`src/rtl/core/assert_macros.svh`:
```
// Assertion macros shared by the feedback unit RTL.
// Needs clk and rst_n in the scope of each use.
`ifndef ASSERT_MACROS_SVH
`define ASSERT_MACROS_SVH

// same-cycle implication
`define GLF_ASSERT_NOW(lbl, ante, cons) \
  lbl: assert property (@(posedge clk) disable iff (!rst_n) (ante) |-> (cons)) \
    else $error("glf assertion failed");

// next-cycle implication
`define GLF_ASSERT_NEXT(lbl, ante, cons) \
  lbl: assert property (@(posedge clk) disable iff (!rst_n) (ante) |=> (cons)) \
    else $error("glf assertion failed");

`endif

```
`src/rtl/core/glf_pkg.sv`:
```
// Types, constants and gain polynomial table for the LQR feedback unit.
// No dependencies.
`timescale 1ns / 1ps
package glf_pkg;

  localparam int FRAC_BITS  = 16;
  localparam int LEN_W      = 16;
  localparam int DATA_W     = 32;
  localparam int NUM_STATES = 6;
  localparam int LANES      = 3;
  localparam int PH_W       = 2;
  localparam int COL_W      = 3;
  localparam int IDX_W      = 4;
  localparam int COEF_W     = 24;

  // coefficient times zero-extended length
  localparam int PROD_W     = COEF_W + LEN_W + 1;
  localparam int SUM_W      = PROD_W + 2;
  localparam int N_W        = SUM_W;
  // gain divisor is 625 * 2^DIV_SHIFT
  localparam int DIV_SHIFT  = 20 - FRAC_BITS;
  localparam int NP_W       = N_W - DIV_SHIFT;
  localparam int A_W        = NP_W - 8;
  localparam int RECIP_W    = 31;
  localparam int Q_W        = A_W + RECIP_W - 32;
  localparam int M_W        = Q_W + 10;
  localparam int GAIN_W     = 29;
  localparam int XP_W       = GAIN_W + DATA_W;
  localparam int ACC_W      = 64;

  localparam logic [N_W-1:0]     RND_HALF = N_W'(5000);
  localparam logic [RECIP_W-1:0] RECIP    = 31'd1759218604;
  localparam logic [M_W-1:0]     DIV_LO   = M_W'(625);
  localparam logic [M_W-1:0]     DIV_LO2  = M_W'(1250);
  localparam logic [PH_W-1:0]    PH_LAST  = 2'd3;

  typedef logic [LEN_W-1:0]         len_t;
  typedef logic signed [DATA_W-1:0] data_t;
  typedef logic signed [COEF_W-1:0] coef_t;
  typedef logic signed [GAIN_W-1:0] gain_t;

  typedef struct packed {
    coef_t c3;
    coef_t c2;
    coef_t c1;
    coef_t c0;
  } poly_t;

  typedef struct packed {
    len_t                                l1;
    len_t                                l2;
    len_t                                l3;
    logic                                side;
    logic [NUM_STATES-1:0][DATA_W-1:0]   x;
  } item_t;

  typedef struct packed {
    data_t drive_0;
    data_t drive_1;
    logic  side_tag;
  } res_t;

  // cubic coefficients in units of 1e-4, gain index row-major 2x6
  function automatic poly_t glf_poly(input logic [IDX_W-1:0] idx);
    poly_t p;
    case (idx)
      4'd0:    p = '{-24'sd6310761,  24'sd2852972, -24'sd300604,  24'sd40503};
      4'd1:    p = '{ 24'sd203849,  -24'sd120844,   24'sd39481,   24'sd2329};
      4'd2:    p = '{ 24'sd166077,  -24'sd106351,   24'sd25092,   24'sd2674};
      4'd3:    p = '{ 24'sd349595,  -24'sd211920,   24'sd47289,   24'sd5742};
      4'd4:    p = '{-24'sd2618351,  24'sd1753150, -24'sd499900,  24'sd73890};
      4'd5:    p = '{-24'sd133726,   24'sd91519,   -24'sd26463,   24'sd4221};
      4'd6:    p = '{ 24'sd4101481, -24'sd2205179,  24'sd475906, -24'sd64529};
      4'd7:    p = '{ 24'sd272424,  -24'sd190052,   24'sd60616,  -24'sd11553};
      4'd8:    p = '{ 24'sd253229,  -24'sd196293,   24'sd65039,  -24'sd10551};
      4'd9:    p = '{ 24'sd631864,  -24'sd469804,   24'sd146329, -24'sd22218};
      4'd10:   p = '{ 24'sd5855012, -24'sd3730637,  24'sd878715,  24'sd78268};
      4'd11:   p = '{ 24'sd306295,  -24'sd190308,   24'sd43894,   24'sd3245};
      default: p = '0;
    endcase
    return p;
  endfunction

endpackage

```
`src/rtl/core/glf_if.sv`:
```
// Handshake interfaces for the input and result channels.
// Depends on glf_pkg.
`timescale 1ns / 1ps
interface glf_in_if;
  logic           valid;
  logic           ready;
  glf_pkg::len_t  strut_len;
  logic           side_sel;
  glf_pkg::data_t feedback_0;
  glf_pkg::data_t feedback_1;
  glf_pkg::data_t feedback_2;
  glf_pkg::data_t feedback_3;
  glf_pkg::data_t feedback_4;
  glf_pkg::data_t feedback_5;

  modport source (output valid, strut_len, side_sel, feedback_0, feedback_1, feedback_2,
                  feedback_3, feedback_4, feedback_5, input ready);
  modport sink (input valid, strut_len, side_sel, feedback_0, feedback_1, feedback_2,
                feedback_3, feedback_4, feedback_5, output ready);
endinterface


```
`src/rtl/core/glf_front.sv`:
```
// Front end: accepts a transaction and forms the rounded length powers.
// Depends on glf_pkg and glf_in_if.
`timescale 1ns / 1ps
module glf_front (
  input  logic           clk,
  input  logic           rst_n,
  glf_in_if.sink         in_ch,
  output logic           q_valid,
  input  logic           q_ready,
  output glf_pkg::item_t q_item
);

  logic           shift;
  logic           a_v_r;
  logic           b_v_r;
  glf_pkg::item_t a_item_r;
  glf_pkg::item_t a_item_nxt;
  glf_pkg::item_t b_item_r;
  glf_pkg::item_t b_item_nxt;
  logic [31:0]    sq;
  logic [31:0]    cube;

  // stall both stages only when the head is blocked
  assign shift       = !(b_v_r && !q_ready);
  assign in_ch.ready = shift;
  assign q_valid     = b_v_r;
  assign q_item      = b_item_r;

  always_comb begin
    sq              = 32'(in_ch.strut_len) * 32'(in_ch.strut_len) + 32'd32768;
    a_item_nxt.l1   = in_ch.strut_len;
    a_item_nxt.l2   = sq[31:16];
    a_item_nxt.l3   = '0;
    a_item_nxt.side = in_ch.side_sel;
    a_item_nxt.x[0] = in_ch.feedback_0;
    a_item_nxt.x[1] = in_ch.feedback_1;
    a_item_nxt.x[2] = in_ch.feedback_2;
    a_item_nxt.x[3] = in_ch.feedback_3;
    a_item_nxt.x[4] = in_ch.feedback_4;
    a_item_nxt.x[5] = in_ch.feedback_5;
    cube            = 32'(a_item_r.l2) * 32'(a_item_r.l1) + 32'd32768;
    b_item_nxt      = a_item_r;
    b_item_nxt.l3   = cube[31:16];
  end

  always_ff @(posedge clk) begin
    if (!rst_n) begin
      a_v_r <= 1'b0;
      b_v_r <= 1'b0;
    end else if (shift) begin
      a_v_r <= in_ch.valid;
      b_v_r <= a_v_r;
    end
  end

  always_ff @(posedge clk) begin
    if (shift) begin
      a_item_r <= a_item_nxt;
      b_item_r <= b_item_nxt;
    end
  end

endmodule

```
`src/flat_wrapper.sv`:
```
// flat-port wrapper written by rule: the top's interface ports become plain ports
module glf_front_flat 
  (clk, rst_n, q_valid, q_ready, q_item, in_ch_valid, in_ch_strut_len, in_ch_side_sel, in_ch_feedback_0, in_ch_feedback_1, in_ch_feedback_2, in_ch_feedback_3, in_ch_feedback_4, in_ch_feedback_5, in_ch_ready);
  glf_in_if in_ch_i ();
  input  logic clk;
  input  logic rst_n;
  output logic q_valid;
  input  logic q_ready;
  output glf_pkg::item_t q_item;
  input wire logic [$bits(in_ch_i.valid)-1:0] in_ch_valid;
  input wire logic [$bits(in_ch_i.strut_len)-1:0] in_ch_strut_len;
  input wire logic [$bits(in_ch_i.side_sel)-1:0] in_ch_side_sel;
  input wire logic [$bits(in_ch_i.feedback_0)-1:0] in_ch_feedback_0;
  input wire logic [$bits(in_ch_i.feedback_1)-1:0] in_ch_feedback_1;
  input wire logic [$bits(in_ch_i.feedback_2)-1:0] in_ch_feedback_2;
  input wire logic [$bits(in_ch_i.feedback_3)-1:0] in_ch_feedback_3;
  input wire logic [$bits(in_ch_i.feedback_4)-1:0] in_ch_feedback_4;
  input wire logic [$bits(in_ch_i.feedback_5)-1:0] in_ch_feedback_5;
  output wire logic [$bits(in_ch_i.ready)-1:0] in_ch_ready;
  assign in_ch_i.valid = in_ch_valid;
  assign in_ch_i.strut_len = in_ch_strut_len;
  assign in_ch_i.side_sel = in_ch_side_sel;
  assign in_ch_i.feedback_0 = in_ch_feedback_0;
  assign in_ch_i.feedback_1 = in_ch_feedback_1;
  assign in_ch_i.feedback_2 = in_ch_feedback_2;
  assign in_ch_i.feedback_3 = in_ch_feedback_3;
  assign in_ch_i.feedback_4 = in_ch_feedback_4;
  assign in_ch_i.feedback_5 = in_ch_feedback_5;
  assign in_ch_ready = in_ch_i.ready;
  glf_front u_core (.clk(clk), .rst_n(rst_n), .in_ch(in_ch_i), .q_valid(q_valid), .q_ready(q_ready), .q_item(q_item));
endmodule
```
`config.mk`:
```
export PLATFORM = sky130hd
export DESIGN_NAME = glf_front_flat
export DESIGN_NICKNAME = d
export VERILOG_FILES = /design/src/rtl/core/assert_macros.svh /design/src/rtl/core/glf_pkg.sv /design/src/rtl/core/glf_if.sv /design/src/rtl/core/glf_front.sv /design/src/flat_wrapper.sv
export SDC_FILE = /design/constraint.sdc
export NUM_CORES = 1
export LEC_CHECK = 0
export BUFFER_PORTS_ARGS = -buffer_cell sky130_fd_sc_hd__buf_4
export CAP_MARGIN = 20
export CORE_UTILIZATION = 56
export CTS_CLUSTER_SIZE = 20
export DETAILED_ROUTE_END_ITERATION = 12
export PLACE_DENSITY = 0.79
export RECOVER_POWER = 25
export SLEW_MARGIN = 20
export SYNTH_ARGS = -nofsm -noshare
export SYNTH_HDL_FRONTEND = slang
export SYNTH_SLANG_ARGS = --single-unit
```
`constraint.sdc`:
```
create_clock -name clk -period 14.9 [get_ports clk]
set_clock_uncertainty 0.2 [all_clocks]
set_input_delay 0.745 -clock clk [delete_from_list [all_inputs] [get_ports clk]]
set_output_delay 0.745 -clock clk [all_outputs]
set_load 0.05 [all_outputs]
```
==> impl_metrics.py, run 1 <==
metrics = {
    "status": {
        "status": "completed",
    },
    "place": {
        "dp_hpwl_um": 53900,
        "place_congestion": 0.962,
        "portBuffers": 455,
    },
    "drt": {
        "vias": 18600,
        "drt_iter0_drc": 1385,
        "route.met3.wl_um": 5540,
        "wl_um": 71500,
        "met1_length_um": 25700,
        "drtPass1Iterations": 6,
        "drc_errors": 0,
        "wl_per_cell_um": 20.6,
        "top_layer": "met4",
        "vias_per_cell": 5.35,
        "route.met2.wl_um": 37600,
        "ant_nets": 0,
    },
    "worst_hold_path": {
        "hold_class": "input port to register",
        "worstHoldStart": "in_ch_feedback_3[8]",
        "min_to": "u_core.a_item_r[104]",
        "holdPathStages": 1,
    },
    "clock_tree": {
        "postCtsSetupRepairBufs": 0,
        "clockRootBuffer": "clkbuf_16",
        "cts_tree": "done",
        "cts.htree.levels": 2,
        "clkTransAtPathRegs_ns": 0.07,
        "cts-resized-gates": 0,
        "cts_num_sinks": 468,
        "cts_buffer_depth": 3,
        "clkLatencyLatePin_ns": 0.61,
        "cts_inserted_buffers": 49,
        "hold_buffers": 0,
    },
    "timing": {
        "tightest_slew_ns": 1.22,
        "min_period_over_period_pct": 46.6,
        "max_freq_mhz": 144,
        "fin_setup_tns_ns": 0,
        "setup_viol": 0,
        "hold_viol_final": 0,
        "fin_crit_ns": 6.94,
        "max_slew_margin_pct": 18.8,
        "slew_viol_final": 0,
        "rsz0062_at_grt": "false",
    },
    "critical_path": {
        "crit_required_ns": 15.05,
        "r2r_start": "u_core.a_item_r[230]",
        "rr_worst_depth": 19,
        "cpPeakStageDelay_ns": 0.87,
        "criticalPathCategory": "input port to register",
        "crit_slowest_cell": "clkbuf_1",
        "end_kind": "register",
        "cp.arrival_ns": 7.09,
        "reg2reg_slack_ns": 8.10,
        "cp.buffers_inverters": 6,
        "worstPathMaxFanout": 22,
        "cpMostUsedCell": "fa_1",
        "r2r_end": "u_core.q_item[202]",
        "critPathTopFamily": "adder cells",
        "critPathLaunchType": "input port",
        "path_cells": "clkbuf_1, nand2_1, inv_1, fa_1, inv_1, fa_1, fa_1, inv_1, fa_1, fa_1, inv_1, fa_1, inv_1, ha_1, and3_1, a21boi_0, a211oi_1, a22oi_1, a22oi_1, o221ai_1, xor2_1",
    },
    "logic_synthesis": {
        "ys.warnings.count": 0,
        "synth_edf_count": 466,
        "synth_ff_type": "edfxtp_1",
        "synth_largest_area_cell": "edfxtp_1",
        "synth_seq_area_share_pct": 46.9,
        "synth_nets": 3082,
        "syn_area_um2": 29900,
        "synth_top_area_share_pct": 46.8,
        "yosys-top-cells-area": "edfxtp_1 47%, fa_1 23%, ha_1 9.7%",
        "ys_types": 58,
        "post_synth.cell_area_avg_um2": 13.1,
        "synth_seq_cells": 468,
        "async_flop_share_pct": 0,
        "synth_cells": 2286,
    },
    "die": {
        "boundaryPins": 456,
        "coreArea_um2": 52700,
        "die_h_um": 233,
        "initial_utilization_pct": 56.8,
        "rows": 84,
        "dieArea_um2": 54300,
        "die_x_um": 233,
    },
    "final_layout": {
        "mostFrequentLayoutCells": "486 x inv_1, 466 x edfxtp_1, 350 x fa_1",
        "nFillCells": 3777,
        "final_common_cell": "inv_1",
        "multi_input_area_um2": 13800,
        "drive_gt1_share_pct": 18.8,
        "synthToLayoutAreaGrowth_pct": 19.1,
        "seq_area_um2": 14000,
        "nNetsFinal": 3533,
    },
    "global_route": {
        "antenna_found_initial": 4,
        "grt_util_all_layers_pct": 26.4,
        "grt_pass1_vias": 19600,
        "grt_pass1_wl_um": 108000,
        "grt_overflow_total": 0,
        "grt_max_degree": 203,
    },
    "run": {
        "maxCapViolCount": 0,
    },
}
-- worst max-delay path by stage --
stage	slack [ns]	endpoint	depth (start not counted)	startpoint
after floorplan	3.77	u_core.a_item_r[0]	2	q_ready
after detailed placement	8.08	u_core.a_item_r[219]	20	in_ch_strut_len[13]
final	7.96	u_core.a_item_r[222]	21	in_ch_strut_len[4]
after global routing	7.67	u_core.a_item_r[222]	21	in_ch_strut_len[4]
after CTS	8.18	u_core.q_item[207]	19	u_core.a_item_r[230]
after global placement	8.16	u_core.a_item_r[222]	21	in_ch_strut_len[2]
-- state kept, by name, indices dropped and copies added, names as in the netlist --
| register | cells |
|---|---|
| u_core.a_item_r | 225 |
| u_core.a_v_r | 1 |
| u_core.q_item | 241 |
| u_core.q_valid | 1 |
-- final cells by class --
class | count | area share (%)
Antenna cell | 7 | 0.0492
Clock buffer | 60 | 3.61
Sequential cell | 468 | 39.4
Multi-Input combinational cell | 1274 | 38.8
Inverter | 487 | 5.15
Tap cell | 688 | 2.42
Clock inverter | 30 | 1.15
Timing Repair Buffer | 457 | 9.39
-- synth_stat cells (6+ instances only) --
cell,number
inv_1,487
edfxtp_1,466
fa_1,350
ha_1,233
nand2_1,216
and2_1,174
clkbuf_1,56
a21oi_1,52
xnor2_1,33
nor2_1,29
o21ai_0,23
xor2_1,18
nand3_1,16
a21o_1,15
and3_1,10
a211oi_1,9
o21bai_1,8
nor3_1,7
a31o_2,6
nor2b_1,6
-- metal layers --
layer,vias up,GRT usage (%)
met5,-,0
met4,0,12.1
met3,167,5.07
met2,762,46.6
met1,9357,31.0
li1,8277,-
-- metrics by stage --
step	std cells	util [%]	hold slack (ns)	cell area [um2]	setup slack, ns
floorplan	2286	-	0.200	29900	3.77
global placement	3374	64.6	0.200	34000	8.16
detailed placement	3374	64.6	0.205	34000	8.08
CTS	3464	67.8	0.0831	35700	8.18
global route	3468	67.6	0.108	35600	7.67
finish	3471	67.7	0.129	35600	7.96
-- logic make-up (layout without fill, tap and decap cells) --
| group | after synthesis | in the layout | synth area share, % |
|---|---|---|---|
| DFF | 468 | 468 | 46.9 |
| AOI/OAI and AO/OA | 153 | 153 | 3.42 |
| buffers and inverters | 544 | 1034 | 6.83 |
| adders and majority gates | 583 | 583 | 33.2 |
| and+or+nand+nor | 484 | 484 | 8.06 |
| other | 0 | 7 | 0 |
| muxes | 3 | 3 | 0.105 |
| xor gates and xnor gates | 51 | 51 | 1.49 |
Power of run 1 is not shown: default switching activity piles up to over one toggle a cycle in this logic, so the estimate is an artifact.
==> run 2: changes to the inputs <==
--- a/config.mk
+++ b/config.mk
@@ -5,12 +5,13 @@
 export SDC_FILE = /design/constraint.sdc
 export NUM_CORES = 1
 export LEC_CHECK = 0
+export ABC_AREA = 1
 export BUFFER_PORTS_ARGS = -buffer_cell sky130_fd_sc_hd__buf_4
 export CAP_MARGIN = 20
-export CORE_UTILIZATION = 56
+export CORE_UTILIZATION = 53
 export CTS_CLUSTER_SIZE = 20
 export DETAILED_ROUTE_END_ITERATION = 12
-export PLACE_DENSITY = 0.79
+export PLACE_DENSITY = 0.78
 export RECOVER_POWER = 25
 export SLEW_MARGIN = 20
 export SYNTH_ARGS = -nofsm -noshare
==> constraint.sdc (replaced) <==
create_clock -name clk -period 6.2 [get_ports clk]
set_clock_uncertainty 0.2 [all_clocks]
set_input_delay 0.31 -clock clk [delete_from_list [all_inputs] [get_ports clk]]
set_output_delay 0.31 -clock clk [all_outputs]
set_load 0.05 [all_outputs]
==> run 2 against run 1 <==
Compared with the run above: register-to-register slack lost 7.8 ns; flip-flop and latch count is the same; first-iteration DRC count grew 13%; hold slack gained 0.086 ns; die area up 9.6%; global-route usage grew 2.6 points; sequential share of layout area shrank 3.6 points; count of clock-buffer cells in the layout decreased by 7; area after synthesis grew 3.8%; critical path depth is 1 higher; largest cell class unchanged.
==> impl_metrics.py, run 2 <==
metrics = {
    "logic_synthesis": {
        "ys_types": 34,
        "yosys.cell_count.top_type": "inv_1",
        "synth_nets": 3590,
        "synth_top_area_share_pct": 45.1,
        "async_flop_share_pct": 0,
        "synth_ff_type": "edfxtp_1",
        "synth_cells": 2794,
        "synth_seq_cells": 468,
        "synth_largest_area_cell": "edfxtp_1",
        "post_synth.cell_area_avg_um2": 11.1,
        "netlist_top_cells_count": "707 x inv_1, 594 x nand2_1, 466 x edfxtp_1, 350 x fa_1, 233 x ha_1",
        "synth_edf_count": 466,
        "yosys-top-cells-area": "edfxtp_1 45%, fa_1 23%, ha_1 9.4%",
        "syn_area_um2": 31000,
        "ys.warnings.count": 0,
        "synth_seq_area_share_pct": 45.2,
    },
    "timing": {
        "rsz0062_at_grt": "false",
        "slew_viol_final": 0,
        "max_freq_mhz": 170,
        "hold_viol_final": 0,
        "setup_viol": 0,
        "min_period_over_period_pct": 94.9,
        "tightest_slew_ns": 1.04,
        "max_slew_margin_pct": 30.5,
        "fin_crit_ns": 5.88,
    },
    "critical_path": {
        "worstPathMaxFanout": 13,
        "end_kind": "register",
        "crit_start": "u_core.a_item_r[231]",
        "cpMostUsedCell": "fa_1",
        "critPathLaunchType": "register",
        "crit_slowest_cell": "edfxtp_1",
        "cp.buffers_inverters": 6,
        "cpPeakStageDelay_ns": 0.60,
        "criticalPathCategory": "register to register",
        "crit_required_ns": 6.35,
        "critPathTopFamily": "adder cells",
        "r2r_start": "u_core.a_item_r[231]",
        "cp.arrival_ns": 6.03,
        "path_cells": "buf_4, nand2_1, inv_1, fa_1, inv_1, fa_1, inv_1, fa_1, fa_1, fa_1, inv_1, fa_1, inv_1, ha_1, a21oi_1, o21ai_0, a21oi_1, nor2_1, nor2_1, nand2_1, nand2_1, nand2_1",
    },
    "drt": {
        "vias": 21900,
        "drc_errors": 0,
        "top_layer": "met5",
        "wl_per_cell_um": 19.6,
        "wl_um": 84000,
        "route.met2.wl_um": 41300,
        "met1_length_um": 33500,
        "drt_iter0_drc": 1561,
        "drtPass1Iterations": 7,
        "ant_nets": 0,
        "route.met3.wl_um": 5900,
        "vias_per_cell": 5.10,
    },
    "run": {
        "maxCapViolCount": 0,
    },
    "status": {
        "status": "completed",
    },
    "final_layout": {
        "nFillCells": 4116,
        "largest_reg_flops": 241,
        "synthToLayoutAreaGrowth_pct": 26.3,
        "nNetsFinal": 4274,
        "mostFrequentLayoutCells": "705 x inv_1, 594 x nand2_1, 466 x edfxtp_1",
        "final_common_cell": "inv_1",
        "seq_area_um2": 14000,
        "stdcell_area_um2": 39200,
        "drive_gt1_share_pct": 16.5,
        "multi_input_area_um2": 14000,
    },
    "die": {
        "rows": 88,
        "boundaryPins": 456,
        "initial_utilization_pct": 53.7,
        "dieArea_um2": 59500,
        "die_x_um": 244,
        "coreArea_um2": 57800,
        "die_h_um": 244,
    },
    "place": {
        "dp_hpwl_um": 61100,
        "place_congestion": 0.945,
        "postPlaceCellArea_um2": 35400,
        "portBuffers": 455,
    },
    "clock_tree": {
        "cts.htree.levels": 2,
        "clkTransAtPathRegs_ns": 0.07,
        "cts_num_sinks": 468,
        "cts_inserted_buffers": 47,
        "cts_tree": "done",
        "clkLatencyLatePin_ns": 0.59,
        "clockRootBuffer": "clkbuf_16",
        "cts_buffer_depth": 3,
        "cts-resized-gates": 0,
    },
    "global_route": {
        "grt_util_all_layers_pct": 28.9,
        "grt_pass1_vias": 22900,
        "antenna_found_initial": 11,
        "grt_overflow_total": 0,
        "grt_max_degree": 181,
        "grt_pass1_wl_um": 131000,
    },
    "worst_hold_path": {
        "hold_class": "register to register",
        "worstHoldStart": "u_core.a_item_r[32]",
    },
}
## run 2: stage by stage
stage / setup slack [ns] / hold WS [ns] / instances / util (%) / setup TNS [ns]
3_5_place_dp: 0.229 / 0.205 / 3959 / 61.2 / 0
2_1_floorplan: -2.24 / 0.200 / 2794 / - / -1046.93
5_1_grt: 0.00277 / 0.222 / 4287 / 67.8 / 0
6_report: 0.316 / 0.215 / 4288 / 67.8 / 0
4_1_cts: 0.214 / 0.0102 / 4256 / 67.5 / 0
3_3_place_gp: 0.292 / 0.200 / 3959 / 61.2 / 0
## run 2: worst paths after layout
kind | endpoint | slack, ns | cells past startpoint
max | u_core.q_item[203] | 0.32 | 22
min | u_core.q_item[32] | 0.22 | 0
max reg2reg | u_core.q_item[203] | 0.32 | 22
min reg2reg | u_core.q_item[32] | 0.22 | 0
## run 2: cells by family after synthesis
family / synth area share, %
xor gates and xnor gates: 0.847
adders and majority gates: 32.0
DFF: 45.2
and+or+nand+nor: 9.95
buffers and inverters: 9.63
AOI/OAI and AO/OA: 2.39
## run 2: cell type report
class / count / share of cell area [%]
sequential: 468 / 35.8
multi-input combinational: 1530 / 35.8
timing repair buffer: 723 / 15.2
inverter: 708 / 6.79
clock buffer: 53 / 3.06
tap: 765 / 2.44
clock inverter: 33 / 0.913
antenna: 8 / 0.0511
## run 2: per-layer routing
metal  track usage, %  vias up
met1             37.1    10800
li1                 -     9974
met2             49.4      895
met3             4.86      175
met5                0        -
met4             10.7        4
## run 2: what timing repair did
item                                   CTS  global route
setup buffers                            0            24
setup endpoints to repair                0             9
endpoints found under the hold margin  209             0
hold buffers                           211             0
Power of run 2 is left out for the same reason.
