[config.mk]
export PLATFORM = sky130hd
export DESIGN_NAME = glf_fifo
export DESIGN_NICKNAME = d
export VERILOG_FILES = /design/src/rtl/core/glf_fifo.sv
export VERILOG_INCLUDE_DIRS = /design/src /design/src/rtl/core
export SDC_FILE = /design/constraint.sdc
export NUM_CORES = 1
export LEC_CHECK = 0
export ABC_CLOCK_PERIOD_IN_PS = 2000
export BUFFER_PORTS_ARGS = -buffer_cell sky130_fd_sc_hd__buf_2
export CORE_MARGIN = 2
export CORE_UTILIZATION = 49
export DETAILED_ROUTE_END_ITERATION = 12
export PLACE_DENSITY = 0.74
export SETUP_SLACK_MARGIN = 0.5
export SLEW_MARGIN = 20
export SYNTH_ARGS = -nofsm -noshare
export SYNTH_HDL_FRONTEND = slang
export SYNTH_SLANG_ARGS = --single-unit
[constraint.sdc]
create_clock -name clk -period 2 [get_ports clk]
set_clock_uncertainty 0.2 [all_clocks]
set_input_delay 0.1 -clock clk [delete_from_list [all_inputs] [get_ports clk]]
set_output_delay 0.1 -clock clk [all_outputs]
set_load 0.005 [all_outputs]
[src/rtl/core/assert_macros.svh]
// Assertion macros shared by the feedback unit RTL.
// Needs clk and rst_n in the scope of each use.
`ifndef ASSERT_MACROS_SVH
`define ASSERT_MACROS_SVH

// same-cycle implication
`define GLF_ASSERT_NOW(lbl, ante, cons) \
  lbl: assert property (@(posedge clk) disable iff (!rst_n) (ante) |-> (cons)) \
    else $error("glf assertion failed");

// next-cycle implication
`define GLF_ASSERT_NEXT(lbl, ante, cons) \
  lbl: assert property (@(posedge clk) disable iff (!rst_n) (ante) |=> (cons)) \
    else $error("glf assertion failed");

`endif

[src/rtl/core/glf_fifo.sv]
// Small ready/valid queue used between front and back and on the result side.
// No package dependency.
`timescale 1ns / 1ps
`include "assert_macros.svh"
module glf_fifo #(
  parameter int WIDTH = 8,
  parameter int DEPTH = 2
) (
  input  logic             clk,
  input  logic             rst_n,
  input  logic             wr_valid,
  output logic             wr_ready,
  input  logic [WIDTH-1:0] wr_data,
  output logic             rd_valid,
  input  logic             rd_ready,
  output logic [WIDTH-1:0] rd_data
);

  localparam int PW = (DEPTH > 1) ? $clog2(DEPTH) : 1;
  localparam int CW = $clog2(DEPTH + 1);

  logic [WIDTH-1:0] mem_r [DEPTH];
  logic [PW-1:0]    wp_r;
  logic [PW-1:0]    rp_r;
  logic [CW-1:0]    cnt_r;
  logic             push;
  logic             pop;

  function automatic logic [PW-1:0] ptr_inc(input logic [PW-1:0] p);
    return (p == PW'(DEPTH - 1)) ? '0 : p + 1'b1;
  endfunction

  assign wr_ready = (cnt_r != CW'(DEPTH));
  assign rd_valid = (cnt_r != '0);
  assign rd_data  = mem_r[rp_r];
  assign push     = wr_valid && wr_ready;
  assign pop      = rd_valid && rd_ready;

  always_ff @(posedge clk) begin
    if (!rst_n) begin
      wp_r  <= '0;
      rp_r  <= '0;
      cnt_r <= '0;
    end else begin
      if (push) wp_r <= ptr_inc(wp_r);
      if (pop) rp_r <= ptr_inc(rp_r);
      cnt_r <= cnt_r + CW'(push) - CW'(pop);
    end
  end

  always_ff @(posedge clk) begin
    if (push) mem_r[wp_r] <= wr_data;
  end

  `GLF_ASSERT_NEXT(a_fill_track, push && !pop, cnt_r == $past(cnt_r) + 1'b1)

endmodule

==> flow_summary.html, run 1 <==
<table>
<tr><th>Metric</th><th>Value</th></tr>
<tr><th colspan="2">Critical path</th></tr>
<tr><td>Critical Path Sink Type</td><td>flop</td></tr>
<tr><td>Critical path data arrival time</td><td>1520 ps</td></tr>
<tr><td>Worst reg2reg startpoint</td><td>cnt_r[0]</td></tr>
<tr><td>CP startpoint kind</td><td>flop</td></tr>
<tr><td>Path depth of the worst reg2reg path</td><td>6</td></tr>
<tr><td>Endpoint of the worst-slack reg-to-reg timing path</td><td>cnt_r[1]</td></tr>
<tr><td>Kind of critical path</td><td>flop to flop</td></tr>
<tr><td>Worst reg-to-reg setup slack</td><td>500 ps</td></tr>
<tr><td>Worst-path fanout max</td><td>5</td></tr>
<tr><td>Data required time of the worst path</td><td>2020 ps</td></tr>
<tr><th colspan="2">STA</th></tr>
<tr><td>Unrepaired setup endpoints after global routing</td><td>yes</td></tr>
<tr><td>Highest clock rate</td><td>666.9 MHz</td></tr>
<tr><td>Total setup violations reported at the end of the flow</td><td>0</td></tr>
<tr><td>Final worst-path cycle share</td><td>74.97%</td></tr>
<tr><td>Number of endpoints with negative hold slack in the final report</td><td>0</td></tr>
<tr><td>Accumulated negative setup slack</td><td>0 ps</td></tr>
<tr><td>Slew Limit Fails</td><td>0</td></tr>
<tr><td>Final critical path time including I/O delays and setup</td><td>1499 ps</td></tr>
<tr><td>Tightest Pin Transition</td><td>249.6 ps</td></tr>
<tr><td>Worst slew margin relative to its limit</td><td>83.34%</td></tr>
<tr><th colspan="2">Synth</th></tr>
<tr><td>Yosys reg bits</td><td>21</td></tr>
<tr><td>YS warnings</td><td>0</td></tr>
<tr><td>Post-Synth XOR/XNOR Area</td><td>1.036%</td></tr>
<tr><td>Multiplexer area fraction after synthesis</td><td>11.83%</td></tr>
<tr><td>Synthesized-area fraction occupied by and/or/nand/nor cells</td><td>9.763%</td></tr>
<tr><td>Dominant combinational cell family by area after synthesis</td><td>multiplexers</td></tr>
<tr><td>Yosys top cell by area</td><td>sky130_fd_sc_hd__edfxtp_1</td></tr>
<tr><td>Synth area leaders</td><td>sky130_fd_sc_hd__edfxtp_1, sky130_fd_sc_hd__dfxtp_1, sky130_fd_sc_hd__mux2_2</td></tr>
<tr><td>Post-synthesis share of cell area spent on full adders, half adders and majority gates</td><td>1.479%</td></tr>
<tr><td>Number of distinct library cell variants in the gate-level netlist after synthesis</td><td>23</td></tr>
<tr><td>Post-Synthesis Cell Area</td><td>845.8 um^2</td></tr>
<tr><td>Compound-gate portion of the synthesized area</td><td>6.213%</td></tr>
<tr><td>Syn_nets</td><td>67</td></tr>
<tr><td>Share of the yosys chip area belonging to registers</td><td>68.64%</td></tr>
<tr><td>Mean instance size in the synthesized netlist</td><td>15.66 um^2</td></tr>
<tr><td>Share of the synthesized area in the top cell type</td><td>56.80%</td></tr>
<tr><td>Syn Inst Count</td><td>54</td></tr>
<tr><th colspan="2">Drt</th></tr>
<tr><td>Detailed-router iteration count before antenna repair</td><td>4</td></tr>
<tr><td>Routed wire length</td><td>1381 um</td></tr>
<tr><td>DR WL/cell</td><td>13.03 um</td></tr>
<tr><td>Detailed Route Iter0 Violations</td><td>10</td></tr>
<tr><td>Via density per instance</td><td>5.179</td></tr>
<tr><td>Routed Antenna Nets</td><td>0</td></tr>
<tr><td>DRC violations left</td><td>0</td></tr>
<tr><td>Detailed-route via count</td><td>549</td></tr>
<tr><th colspan="2">Clock network</th></tr>
<tr><td>CTS tree</td><td>built</td></tr>
<tr><td>Max H-tree Level</td><td>1</td></tr>
<tr><td>Clock latency on the worst-skew pair</td><td>290 ps</td></tr>
<tr><td>Clock sinks</td><td>21</td></tr>
<tr><td>CTS max path bufs</td><td>2</td></tr>
<tr><td>CTS Root Cell</td><td>sky130_fd_sc_hd__clkbuf_4</td></tr>
<tr><td>CTS Buf Count</td><td>3</td></tr>
<tr><td>Reg clk slew, reported paths</td><td>110 ps</td></tr>
<tr><th colspan="2">Pwr</th></tr>
<tr><td>Total leakage power</td><td>0.4710 nW</td></tr>
<tr><td>Final Power</td><td>0.001113 W</td></tr>
<tr><td>Worst VDD drop</td><td>0.0005916 V</td></tr>
<tr><td>Power density cells</td><td>947.6 nW/um^2</td></tr>
<tr><th colspan="2">Final layout</th></tr>
<tr><td>Final design instance area without fill</td><td>1175 um^2</td></tr>
<tr><td>Final net count</td><td>103</td></tr>
<tr><td>Antenna diode count</td><td>0</td></tr>
<tr><td>Area grow syn2layout</td><td>38.91%</td></tr>
<tr><td>Filler cell count</td><td>117</td></tr>
<tr><td>Share of layout cells above drive strength 1</td><td>48.31%</td></tr>
<tr><th colspan="2">Run</th></tr>
<tr><td>Total of max-cap violations</td><td>0</td></tr>
<tr><th colspan="2">Global route</th></tr>
<tr><td>First-pass GRT wire length</td><td>1959 um</td></tr>
<tr><td>Total GRT Usage</td><td>13.94%</td></tr>
<tr><td>Number of global-route vias before repair</td><td>488</td></tr>
<tr><td>Number of antenna violations at the first check in global routing</td><td>0</td></tr>
<tr><td>Pin count of the biggest net entering global routing</td><td>13</td></tr>
<tr><td>Grt ovf</td><td>0</td></tr>
<tr><th colspan="2">Floorplan</th></tr>
<tr><td>Die Span X</td><td>45.55 um</td></tr>
<tr><td>Placeable core area</td><td>1670 um^2</td></tr>
<tr><td>Effective utilization at floorplan</td><td>50.64%</td></tr>
<tr><td>Site row count</td><td>15</td></tr>
<tr><td>Die footprint</td><td>2074 um^2</td></tr>
<tr><td>I/O Pins</td><td>22</td></tr>
<tr><td>Die extent in y</td><td>45.55 um</td></tr>
<tr><th colspan="2">Hold path</th></tr>
<tr><td>Origin of the worst min-delay path</td><td>rd_ready</td></tr>
<tr><td>Count of cells along the worst hold path</td><td>4</td></tr>
<tr><td>Class of the tightest hold or removal check</td><td>input pin to flop</td></tr>
<tr><td>Hold Crit Endpoint</td><td>cnt_r[1]</td></tr>
<tr><th colspan="2">Status</th></tr>
<tr><td>Status</td><td>finished clean</td></tr>
<tr><th colspan="2">Placed design</th></tr>
<tr><td>Count of buffers inserted at the top-level ports</td><td>21</td></tr>
<tr><td>Placed Instance Area</td><td>967.2 um^2</td></tr>
<tr><td>Detailed placement HPWL</td><td>864.9 um</td></tr>
<tr><td>Placer congestion estimate</td><td>0.7694</td></tr>
</table>
==> state kept, by name (all words and copies together), names as in the netlist, named ones only <==
name	flops
cnt_r	2
mem_r	16
rp_r	1
wp_r	1
==> cell usage in the layout, fill, tap and decap left out, types with 2 or more instances in the layout <==
master                          count
sky130_fd_sc_hd__buf_2             16
sky130_fd_sc_hd__edfxtp_1          16
sky130_fd_sc_hd__dlygate4sd3_1     10
sky130_fd_sc_hd__mux2_4             8
sky130_fd_sc_hd__buf_6              5
sky130_fd_sc_hd__and2_1             3
sky130_fd_sc_hd__clkbuf_4           3
sky130_fd_sc_hd__nand3_1            2
sky130_fd_sc_hd__o21ai_1            2
sky130_fd_sc_hd__nand2_1            2
sky130_fd_sc_hd__nand2b_1           2
sky130_fd_sc_hd__dfxtp_4            2
sky130_fd_sc_hd__dfxtp_1            2
==> logic make-up after synthesis <==
| kind of cell | Yosys count |
|---|---|
| xor+xnor | 1 |
| flops | 21 |
| fa+ha+maj | 1 |
| simple gates | 14 |
| buf+inv | 2 |
| mux | 9 |
| compound gates | 6 |
==> metrics by stage <==
stage                     util [%]  instances  setup WS (ps)  hold slack [ps]
after detailed placement     57.90         91          454.0            91.25
after CTS                    66.67        106          500.3            36.40
after global placement       57.90         91          493.3            88.09
after floorplan                  -         54          519.9           -1.131
after global routing         70.34        106          400.1            66.88
final                        70.34        106          500.5            42.92
==> layer usage <==
metal	track usage, %	up-vias	share of wire [%]	routed length, um
met5	0	-	0	0
met4	7.059	0	0	0
met3	3.571	0	5.4	75
met2	25.63	21	57	785
met1	14.25	256	38	520
li1	-	272	-	-
==> cells in the mapped netlist <==
cell,count
sky130_fd_sc_hd__o311ai_2,1
sky130_fd_sc_hd__mux2i_1,1
sky130_fd_sc_hd__mux2_2,8
sky130_fd_sc_hd__dfxtp_1,5
sky130_fd_sc_hd__or2_1,1
sky130_fd_sc_hd__a21boi_2,1
sky130_fd_sc_hd__a21oi_1,1
sky130_fd_sc_hd__xnor2_1,1
sky130_fd_sc_hd__nand2b_2,1
sky130_fd_sc_hd__o21ai_1,1
sky130_fd_sc_hd__and2_1,3
sky130_fd_sc_hd__and3_2,1
sky130_fd_sc_hd__ha_1,1
sky130_fd_sc_hd__a21bo_1,1
sky130_fd_sc_hd__inv_1,1
sky130_fd_sc_hd__o21ai_0,1
sky130_fd_sc_hd__nand2b_1,2
sky130_fd_sc_hd__nand3b_1,1
sky130_fd_sc_hd__buf_2,1
sky130_fd_sc_hd__nor2_1,1
sky130_fd_sc_hd__edfxtp_1,16
sky130_fd_sc_hd__nand2_1,2
sky130_fd_sc_hd__nand3_1,2
==> how the worst max path moves through the flow <==
stage | startpoint | to | slack (ps) | cells past startpoint
floorplan | cnt_r[0] | cnt_r[0] | 520 | 5
global placement | cnt_r[0] | mem_r[0][2] | 490 | 3
detailed placement | cnt_r[0] | mem_r[0][2] | 450 | 3
CTS | flop | rd_data[1] | 500 | 2
global route | cnt_r[0] | cnt_r[1] | 400 | 6
finish | cnt_r[0] | cnt_r[1] | 500 | 6
==> worst max-delay path, cell delays in order, from the launching register on <==
cell	delay (ps)
sky130_fd_sc_hd__dfxtp_4	370
sky130_fd_sc_hd__nand2b_2	210
sky130_fd_sc_hd__a21oi_1	160
sky130_fd_sc_hd__nor2_1	60
sky130_fd_sc_hd__ha_2	170
sky130_fd_sc_hd__nand2b_1	140
sky130_fd_sc_hd__mux2i_1	120
==> layout make-up <==
type                       count  area [um^2]  share of cell area [%]
multi-input combinational     31        289.0                   24.60
inverter                       1        3.754                  0.3195
clock buffer                   3        22.52                   1.917
clock inverter                 1        5.005                  0.4260
sequential                    21        589.3                   50.16
tap                           17        21.27                   1.810
timing repair buffer          32        244.0                   20.77
==> repair_timing <==
| action | in CTS | in global routing |
|---|---|---|
| buffers inserted | 1 | 0 |
| hold buffers | 10 | 0 |
| resized for setup | 7 | 14 |
| endpoints found under the hold margin | 21 | 0 |
| endpoints found under the setup margin | 18 | 12 |
==> where the power goes <==
part / switching, W / total [W] / internal [W] / leakage [nW]
clock network: 0.000118 / 0.000192 / 0.0000744 / 0.0177
logic: 0.000116 / 0.000329 / 0.000213 / 0.261
registers: 0.0000499 / 0.000592 / 0.000542 / 0.193
total: 0.000284 / 0.00111 / 0.000830 / 0.471
Power figures use the tool's default switching activity.
==> run 2, diff against run 1 <==
--- a/config.mk
+++ b/config.mk
@@ -6,7 +6,7 @@
 export SDC_FILE = /design/constraint.sdc
 export NUM_CORES = 1
 export LEC_CHECK = 0
-export ABC_CLOCK_PERIOD_IN_PS = 2000
+export ABC_CLOCK_PERIOD_IN_PS = 1400
 export BUFFER_PORTS_ARGS = -buffer_cell sky130_fd_sc_hd__buf_2
 export CORE_MARGIN = 2
 export CORE_UTILIZATION = 49
==> constraint.sdc (replaced) <==
create_clock -name clk -period 1.4 [get_ports clk]
set_clock_uncertainty 0.2 [all_clocks]
set_input_delay 0.07 -clock clk [delete_from_list [all_inputs] [get_ports clk]]
set_output_delay 0.07 -clock clk [all_outputs]
set_load 0.005 [all_outputs]
==> run 2 against run 1 <==
  * The run now ends with negative hold slack, negative setup slack left
  * Sequential share of layout area shrank 5.9 points
  * First-iteration DRC count is 40% lower
  * Hold slack worse by 190 ps
  * Critical path depth shrank 4
  * Worst setup slack lost 580 ps
  * Design area grew 13%
==> flow_summary.html, run 2 (synthesized netlist as in run 1, its figures left out) <==
<table>
<tr><th>Metric</th><th>Value</th></tr>
<tr><th colspan="2">Floorplan</th></tr>
<tr><td>Die Span X</td><td>45.55 um</td></tr>
<tr><td>Placeable core area</td><td>1670 um^2</td></tr>
<tr><td>Effective utilization at floorplan</td><td>50.64%</td></tr>
<tr><td>Die extent in y</td><td>45.55 um</td></tr>
<tr><td>Die footprint</td><td>2074 um^2</td></tr>
<tr><td>I/O Pins</td><td>22</td></tr>
<tr><td>Site row count</td><td>15</td></tr>
<tr><th colspan="2">Drt</th></tr>
<tr><td>Detailed-route via count</td><td>602</td></tr>
<tr><td>Detailed-router iteration count before antenna repair</td><td>4</td></tr>
<tr><td>Via density per instance</td><td>5.281</td></tr>
<tr><td>DR WL/cell</td><td>14.90 um</td></tr>
<tr><td>DRC violations left</td><td>0</td></tr>
<tr><td>Detailed Route Iter0 Violations</td><td>6</td></tr>
<tr><td>Routed Antenna Nets</td><td>0</td></tr>
<tr><td>Routed wire length</td><td>1699 um</td></tr>
<tr><th colspan="2">Clock network</th></tr>
<tr><td>CTS max path bufs</td><td>2</td></tr>
<tr><td>Clock latency on the worst-skew pair</td><td>300 ps</td></tr>
<tr><td>Reg clk slew, reported paths</td><td>120 ps</td></tr>
<tr><td>Max H-tree Level</td><td>1</td></tr>
<tr><td>CTS Buf Count</td><td>3</td></tr>
<tr><td>Clock sinks</td><td>21</td></tr>
<tr><td>Hold Buf Count CTS</td><td>8</td></tr>
<tr><td>CTS tree</td><td>built</td></tr>
<tr><td>CTS Root Cell</td><td>sky130_fd_sc_hd__clkbuf_4</td></tr>
<tr><th colspan="2">Critical path</th></tr>
<tr><td>Worst-path fanout max</td><td>8</td></tr>
<tr><td>Kind of critical path</td><td>flop to output port</td></tr>
<tr><td>Critical Path Sink Type</td><td>output port</td></tr>
<tr><td>Worst reg2reg startpoint</td><td>cnt_r[1]</td></tr>
<tr><td>Critical path data arrival time</td><td>1200 ps</td></tr>
<tr><td>Path depth of the worst reg2reg path</td><td>6</td></tr>
<tr><td>Endpoint of the worst-slack reg-to-reg timing path</td><td>cnt_r[0]</td></tr>
<tr><td>Worst reg-to-reg setup slack</td><td>-60 ps</td></tr>
<tr><td>Data required time of the worst path</td><td>1130 ps</td></tr>
<tr><td>CP startpoint kind</td><td>flop</td></tr>
<tr><td>Endpoint of the most critical setup path</td><td>rd_data[4]</td></tr>
<tr><th colspan="2">Global route</th></tr>
<tr><td>Pin count of the biggest net entering global routing</td><td>13</td></tr>
<tr><td>Number of antenna violations at the first check in global routing</td><td>0</td></tr>
<tr><td>Total GRT Usage</td><td>17.29%</td></tr>
<tr><td>First-pass GRT wire length</td><td>2442 um</td></tr>
<tr><td>Grt ovf</td><td>0</td></tr>
<tr><td>Number of global-route vias before repair</td><td>581</td></tr>
<tr><th colspan="2">Pwr</th></tr>
<tr><td>Worst VDD drop</td><td>0.001083 V</td></tr>
<tr><td>Power density cells</td><td>1426 nW/um^2</td></tr>
<tr><td>Total leakage power</td><td>0.5454 nW</td></tr>
<tr><th colspan="2">STA</th></tr>
<tr><td>Setup slack after layout</td><td>-74.73 ps</td></tr>
<tr><td>Slew Limit Fails</td><td>0</td></tr>
<tr><td>Final worst-path cycle share</td><td>105.3%</td></tr>
<tr><td>Final critical path time including I/O delays and setup</td><td>1475 ps</td></tr>
<tr><td>Tightest Pin Transition</td><td>279.3 ps</td></tr>
<tr><td>Highest clock rate</td><td>678.1 MHz</td></tr>
<tr><td>Unrepaired setup endpoints after global routing</td><td>yes</td></tr>
<tr><td>Number of endpoints with negative hold slack in the final report</td><td>5</td></tr>
<tr><td>Total setup violations reported at the end of the flow</td><td>12</td></tr>
<tr><td>Worst slew margin relative to its limit</td><td>81.35%</td></tr>
<tr><td>Smallest hold slack</td><td>-146.9 ps</td></tr>
<tr><td>Accumulated negative setup slack</td><td>-621.9 ps</td></tr>
<tr><th colspan="2">Status</th></tr>
<tr><td>Violated checks</td><td>negative hold slack, negative setup slack</td></tr>
<tr><td>Status</td><td>finished, violations left</td></tr>
<tr><th colspan="2">Final layout</th></tr>
<tr><td>Area grow syn2layout</td><td>57.25%</td></tr>
<tr><td>Most frequent standard cell in the layout excluding fill and tap cells</td><td>sky130_fd_sc_hd__edfxtp_1</td></tr>
<tr><td>Register containing the most flip-flops in the final layout</td><td>mem_r</td></tr>
<tr><td>Max reg flops</td><td>16</td></tr>
<tr><td>Antenna diode count</td><td>0</td></tr>
<tr><td>Share of layout cells above drive strength 1</td><td>57.73%</td></tr>
<tr><td>Final net count</td><td>111</td></tr>
<tr><td>Leading cell types in the layout, fill and taps excluded</td><td>sky130_fd_sc_hd__edfxtp_1, sky130_fd_sc_hd__buf_6, sky130_fd_sc_hd__buf_2, sky130_fd_sc_hd__mux2_4, sky130_fd_sc_hd__dlygate4sd3_1</td></tr>
<tr><td>Fin cells</td><td>114</td></tr>
<tr><td>Filler cell count</td><td>92</td></tr>
<tr><td>Largest registers in the final layout</td><td>mem_r x16, cnt_r x2</td></tr>
<tr><td>Util after Layout</td><td>79.63%</td></tr>
<tr><th colspan="2">Run</th></tr>
<tr><td>Total of max-cap violations</td><td>0</td></tr>
<tr><th colspan="2">Placed design</th></tr>
<tr><td>Placement Setup Slack</td><td>-55.35 ps</td></tr>
<tr><td>Placed insts</td><td>96</td></tr>
<tr><td>Placer congestion estimate</td><td>0.6425</td></tr>
<tr><td>Count of buffers inserted at the top-level ports</td><td>21</td></tr>
<tr><td>Detailed placement HPWL</td><td>899.8 um</td></tr>
<tr><th colspan="2">Hold path</th></tr>
<tr><td>Class of the tightest hold or removal check</td><td>input pin to flop</td></tr>
</table>
run 2: changes by cell type in the layout (fill, tap and decap cells not counted), sizes merged:
cell,before,now
dlygate4sd3,10,8
buf,22,32
run 2: power breakdown:
part | total, W | internal, W | switching (W) | leakage [nW]
Combinational | 0.000762 | 0.000513 | 0.000249 | 0.335
Clock | 0.000289 | 0.000106 | 0.000182 | 0.0177
Sequential | 0.000845 | 0.000773 | 0.0000724 | 0.193
run 2: final cells by class:
cell class	count	area, um^2	share of cell area (%)
sequential	21	589.3	44.31
clock inverter	1	5.005	0.3763
clock buffer	3	22.52	1.693
timing repair buffer	40	361.6	27.19
inverter	1	6.256	0.4704
multi-input combinational	31	324.1	24.36
tap	17	21.27	1.599
run 2: timing repair:
action                                  CTS  global route
pin swaps                                 7             6
endpoints found under the setup margin   31            31
buffers inserted                          4             2
hold endpoints to repair                 21             5
gates resized for setup                  14             8
run 2: how the worst min path moves through the flow:
stage	slack, ps	to	cells past startpoint	start
after CTS	-140	cnt_r[1]	3	rst_n
after global routing	-130	cnt_r[1]	3	rst_n
final	-150	cnt_r[1]	3	rst_n
after global placement	60	mem_r[0][1]	1	wr_data[1]
after floorplan	-30	mem_r[0][0]	0	wr_data[0]
after detailed placement	60	mem_r[1][5]	1	wr_data[5]
run 2: per-stage QoR:
stage	instance area (um^2)	power [W]
2_1_floorplan	898.4	0.001137
3_3_place_gp	1051	0.001297
3_5_place_dp	1051	0.001309
4_1_cts	1270	0.001789
5_1_grt	1330	0.001985
6_report	1330	0.001896
run 2: layer usage:
layer,GRT usage (%),part of all wire (%),up-vias
li1,-,-,285
met1,18.70,39,287
met2,31.27,55,22
met3,3.571,3.5,8
met4,8.824,2.1,0
met5,0,0,-
run 2: critical path, cell delays in order, from the launching register on:
cell	delay, ps
sky130_fd_sc_hd__dfxtp_4	460
sky130_fd_sc_hd__mux2_4	330
sky130_fd_sc_hd__buf_6	120
==> run 3, diff against run 2 <==
--- a/config.mk
+++ b/config.mk
@@ -11,6 +11,7 @@
 export CORE_MARGIN = 2
 export CORE_UTILIZATION = 49
 export DETAILED_ROUTE_END_ITERATION = 12
+export GPL_TIMING_DRIVEN = 0
 export PLACE_DENSITY = 0.74
 export SETUP_SLACK_MARGIN = 0.5
 export SLEW_MARGIN = 20
==> run 3 against run 2 <==
  * The run still ends with negative hold slack, negative setup slack left
  * Via count decreased by 5.8%
  * Sequential power decreased by 3.2%
  * Worst setup slack got worse by 8.4 ps
  * Cell count decreased by 1.8%
  * Largest cell class unchanged
  * Register-to-register slack got worse by 20 ps
  * Routed wire length decreased by 7.5%
  * Design area decreased by 3.3%
==> flow_summary.html, run 3 (synthesized netlist as in run 1, its figures left out) <==
<table>
<tr><th>Metric</th><th>Value</th></tr>
<tr><th colspan="2">Drt</th></tr>
<tr><td>Routed Antenna Nets</td><td>0</td></tr>
<tr><td>DR WL/cell</td><td>14.04 um</td></tr>
<tr><td>Routed wire length</td><td>1572 um</td></tr>
<tr><td>DRC violations left</td><td>0</td></tr>
<tr><td>Via density per instance</td><td>5.063</td></tr>
<tr><td>Detailed-router iteration count before antenna repair</td><td>2</td></tr>
<tr><td>Detailed-route via count</td><td>567</td></tr>
<tr><td>Detailed Route Iter0 Violations</td><td>5</td></tr>
<tr><th colspan="2">Clock network</th></tr>
<tr><td>Max H-tree Level</td><td>1</td></tr>
<tr><td>CTS tree</td><td>built</td></tr>
<tr><td>Clock sinks</td><td>21</td></tr>
<tr><td>CTS Buf Count</td><td>3</td></tr>
<tr><td>CTS Root Cell</td><td>sky130_fd_sc_hd__clkbuf_4</td></tr>
<tr><td>Clock latency on the worst-skew pair</td><td>290 ps</td></tr>
<tr><td>Hold Buf Count CTS</td><td>8</td></tr>
<tr><td>Reg clk slew, reported paths</td><td>110 ps</td></tr>
<tr><td>CTS max path bufs</td><td>2</td></tr>
<tr><th colspan="2">Final layout</th></tr>
<tr><td>Largest registers in the final layout</td><td>mem_r x16, cnt_r x2</td></tr>
<tr><td>Leading cell types in the layout, fill and taps excluded</td><td>sky130_fd_sc_hd__edfxtp_1, sky130_fd_sc_hd__buf_6, sky130_fd_sc_hd__buf_2, sky130_fd_sc_hd__mux2_4, sky130_fd_sc_hd__dlygate4sd3_1</td></tr>
<tr><td>Most frequent standard cell in the layout excluding fill and tap cells</td><td>sky130_fd_sc_hd__edfxtp_1</td></tr>
<tr><td>Max reg flops</td><td>16</td></tr>
<tr><td>Share of layout cells above drive strength 1</td><td>54.74%</td></tr>
<tr><td>Area grow syn2layout</td><td>52.07%</td></tr>
<tr><td>Register containing the most flip-flops in the final layout</td><td>mem_r</td></tr>
<tr><td>Final net count</td><td>109</td></tr>
<tr><td>Antenna diode count</td><td>0</td></tr>
<tr><th colspan="2">STA</th></tr>
<tr><td>Number of endpoints with negative hold slack in the final report</td><td>5</td></tr>
<tr><td>Tightest Pin Transition</td><td>269.0 ps</td></tr>
<tr><td>Slew Limit Fails</td><td>0</td></tr>
<tr><td>Smallest hold slack</td><td>-128.1 ps</td></tr>
<tr><td>Final worst-path cycle share</td><td>105.9%</td></tr>
<tr><td>Total setup violations reported at the end of the flow</td><td>11</td></tr>
<tr><td>Final critical path time including I/O delays and setup</td><td>1483 ps</td></tr>
<tr><td>Setup slack after layout</td><td>-83.17 ps</td></tr>
<tr><td>Unrepaired setup endpoints after global routing</td><td>yes</td></tr>
<tr><td>Highest clock rate</td><td>674.2 MHz</td></tr>
<tr><td>Accumulated negative setup slack</td><td>-731.7 ps</td></tr>
<tr><td>Worst slew margin relative to its limit</td><td>82.03%</td></tr>
<tr><th colspan="2">Global route</th></tr>
<tr><td>Pin count of the biggest net entering global routing</td><td>12</td></tr>
<tr><td>Total GRT Usage</td><td>14.63%</td></tr>
<tr><td>Number of antenna violations at the first check in global routing</td><td>0</td></tr>
<tr><td>First-pass GRT wire length</td><td>2049 um</td></tr>
<tr><td>Grt ovf</td><td>0</td></tr>
<tr><td>Number of global-route vias before repair</td><td>501</td></tr>
<tr><th colspan="2">Hold path</th></tr>
<tr><td>Count of cells along the worst hold path</td><td>3</td></tr>
<tr><td>Hold Crit Endpoint</td><td>cnt_r[1]</td></tr>
<tr><td>Origin of the worst min-delay path</td><td>rst_n</td></tr>
<tr><td>Class of the tightest hold or removal check</td><td>input pin to flop</td></tr>
<tr><th colspan="2">Status</th></tr>
<tr><td>Violated checks</td><td>negative hold slack, negative setup slack</td></tr>
<tr><td>Status</td><td>finished, violations left</td></tr>
<tr><th colspan="2">Floorplan</th></tr>
<tr><td>Die footprint</td><td>2074 um^2</td></tr>
<tr><td>Placeable core area</td><td>1670 um^2</td></tr>
<tr><td>Site row count</td><td>15</td></tr>
<tr><td>Die Span X</td><td>45.55 um</td></tr>
<tr><td>Die extent in y</td><td>45.55 um</td></tr>
<tr><td>Effective utilization at floorplan</td><td>50.64%</td></tr>
<tr><td>I/O Pins</td><td>22</td></tr>
<tr><th colspan="2">Critical path</th></tr>
<tr><td>Endpoint of the worst-slack reg-to-reg timing path</td><td>cnt_r[1]</td></tr>
<tr><td>Worst path slowest cell</td><td>sky130_fd_sc_hd__dfxtp_4</td></tr>
<tr><td>Critical Path Sink Type</td><td>flop</td></tr>
<tr><td>Path depth of the worst reg2reg path</td><td>6</td></tr>
<tr><td>Worst reg2reg startpoint</td><td>cnt_r[1]</td></tr>
<tr><td>Max incr delay on CP</td><td>380 ps</td></tr>
<tr><td>List of cells traversed by the critical path</td><td>or2_1 -&gt; o21ai_1 -&gt; nor2_1 -&gt; ha_2 -&gt; nand2b_4 -&gt; mux2i_1</td></tr>
<tr><td>Kind of critical path</td><td>flop to flop</td></tr>
<tr><td>CP startpoint kind</td><td>flop</td></tr>
<tr><td>Worst-path fanout max</td><td>4</td></tr>
<tr><td>Worst reg-to-reg setup slack</td><td>-80 ps</td></tr>
<tr><td>Critical path data arrival time</td><td>1510 ps</td></tr>
<tr><td>Data required time of the worst path</td><td>1430 ps</td></tr>
<tr><th colspan="2">Pwr</th></tr>
<tr><td>Power density cells</td><td>1413 nW/um^2</td></tr>
<tr><td>Total leakage power</td><td>0.5214 nW</td></tr>
<tr><td>Worst VDD drop</td><td>0.0009761 V</td></tr>
<tr><th colspan="2">Placed design</th></tr>
<tr><td>Placement Setup Slack</td><td>-110.8 ps</td></tr>
<tr><td>Count of buffers inserted at the top-level ports</td><td>21</td></tr>
<tr><td>Placer congestion estimate</td><td>0.6458</td></tr>
<tr><th colspan="2">Run</th></tr>
<tr><td>Total of max-cap violations</td><td>0</td></tr>
</table>
==> run 3: cell count changes in the layout (fill, tap and decap cells not counted) <==
cell | previous run | this run
sky130_fd_sc_hd__xnor2_1 | 0 | 1
sky130_fd_sc_hd__o21ai_2 | 0 | 1
sky130_fd_sc_hd__buf_8 | 0 | 1
sky130_fd_sc_hd__o21ai_4 | 1 | 0
sky130_fd_sc_hd__xnor2_2 | 1 | 0
sky130_fd_sc_hd__clkbuf_1 | 0 | 1
sky130_fd_sc_hd__buf_12 | 1 | 0
sky130_fd_sc_hd__clkinv_2 | 1 | 0
sky130_fd_sc_hd__buf_6 | 15 | 13
==> run 3: final cells by class <==
| cell class | instances | area [um^2] |
|---|---|---|
| clock buffer | 4 | 26.28 |
| fill | 101 | 384.1 |
| buffer | 1 | 15.01 |
| timing repair buffer | 37 | 319.1 |
| multi-input combinational | 31 | 309.0 |
| tap | 17 | 21.27 |
| sequential | 21 | 589.3 |
| inverter | 1 | 6.256 |
==> run 3: worst max path at each step <==
stage / start / endpoint / slack, ps
floorplan: cnt_r[1] / cnt_r[0] / -50
CTS: flop / rd_data[5] / -70
global placement: cnt_r[0] / cnt_r[0] / -90
finish: cnt_r[1] / cnt_r[1] / -80
detailed placement: cnt_r[0] / cnt_r[0] / -110
global route: cnt_r[1] / cnt_r[1] / -170
==> run 3: repair_timing <==
item	in CTS	in global routing
cloned	0	0
setup buffers	5	3
endpoints found under the hold margin	21	5
gates resized for setup	11	8
setup endpoints to repair	31	31
pin swaps	7	5
==> run 3: stage by stage <==
step / power, W / utilization, % / instance area [um^2] / hold slack [ps] / std cells
after detailed placement: 0.001269 / 61.35 / 1025 / 62.65 / 92
after floorplan: 0.001137 / - / 898.4 / -31.13 / 54
after global routing: 0.001908 / 77.00 / 1286 / -123.8 / 112
after global placement: 0.001258 / 61.35 / 1025 / 58.35 / 92
after CTS: 0.001672 / 73.03 / 1220 / -124.9 / 109
final: 0.001817 / 77.00 / 1286 / -128.1 / 112
==> run 3: layer usage <==
layer	global-route usage (%)	wire length, um	up-vias
li1	-	-	281
met1	15.10	593	270
met2	27.04	920	14
met3	3.571	49	2
met4	7.059	9	0
met5	0	0	-
==> run 3: report_power, final <==
part / switching [W] / internal (W)
Combinational: 0.000247 / 0.000469
Sequential: 0.0000447 / 0.000773
Clock: 0.000172 / 0.000111
==> run 3: critical path: cells and delay by family (launching register included) <==
| kind | cells | cell delay (ps) |
|---|---|---|
| flops | 1 | 380 |
| fa+ha+maj | 1 | 170 |
| mux | 1 | 120 |
| simple gates | 3 | 410 |
| compound gates | 1 | 130 |
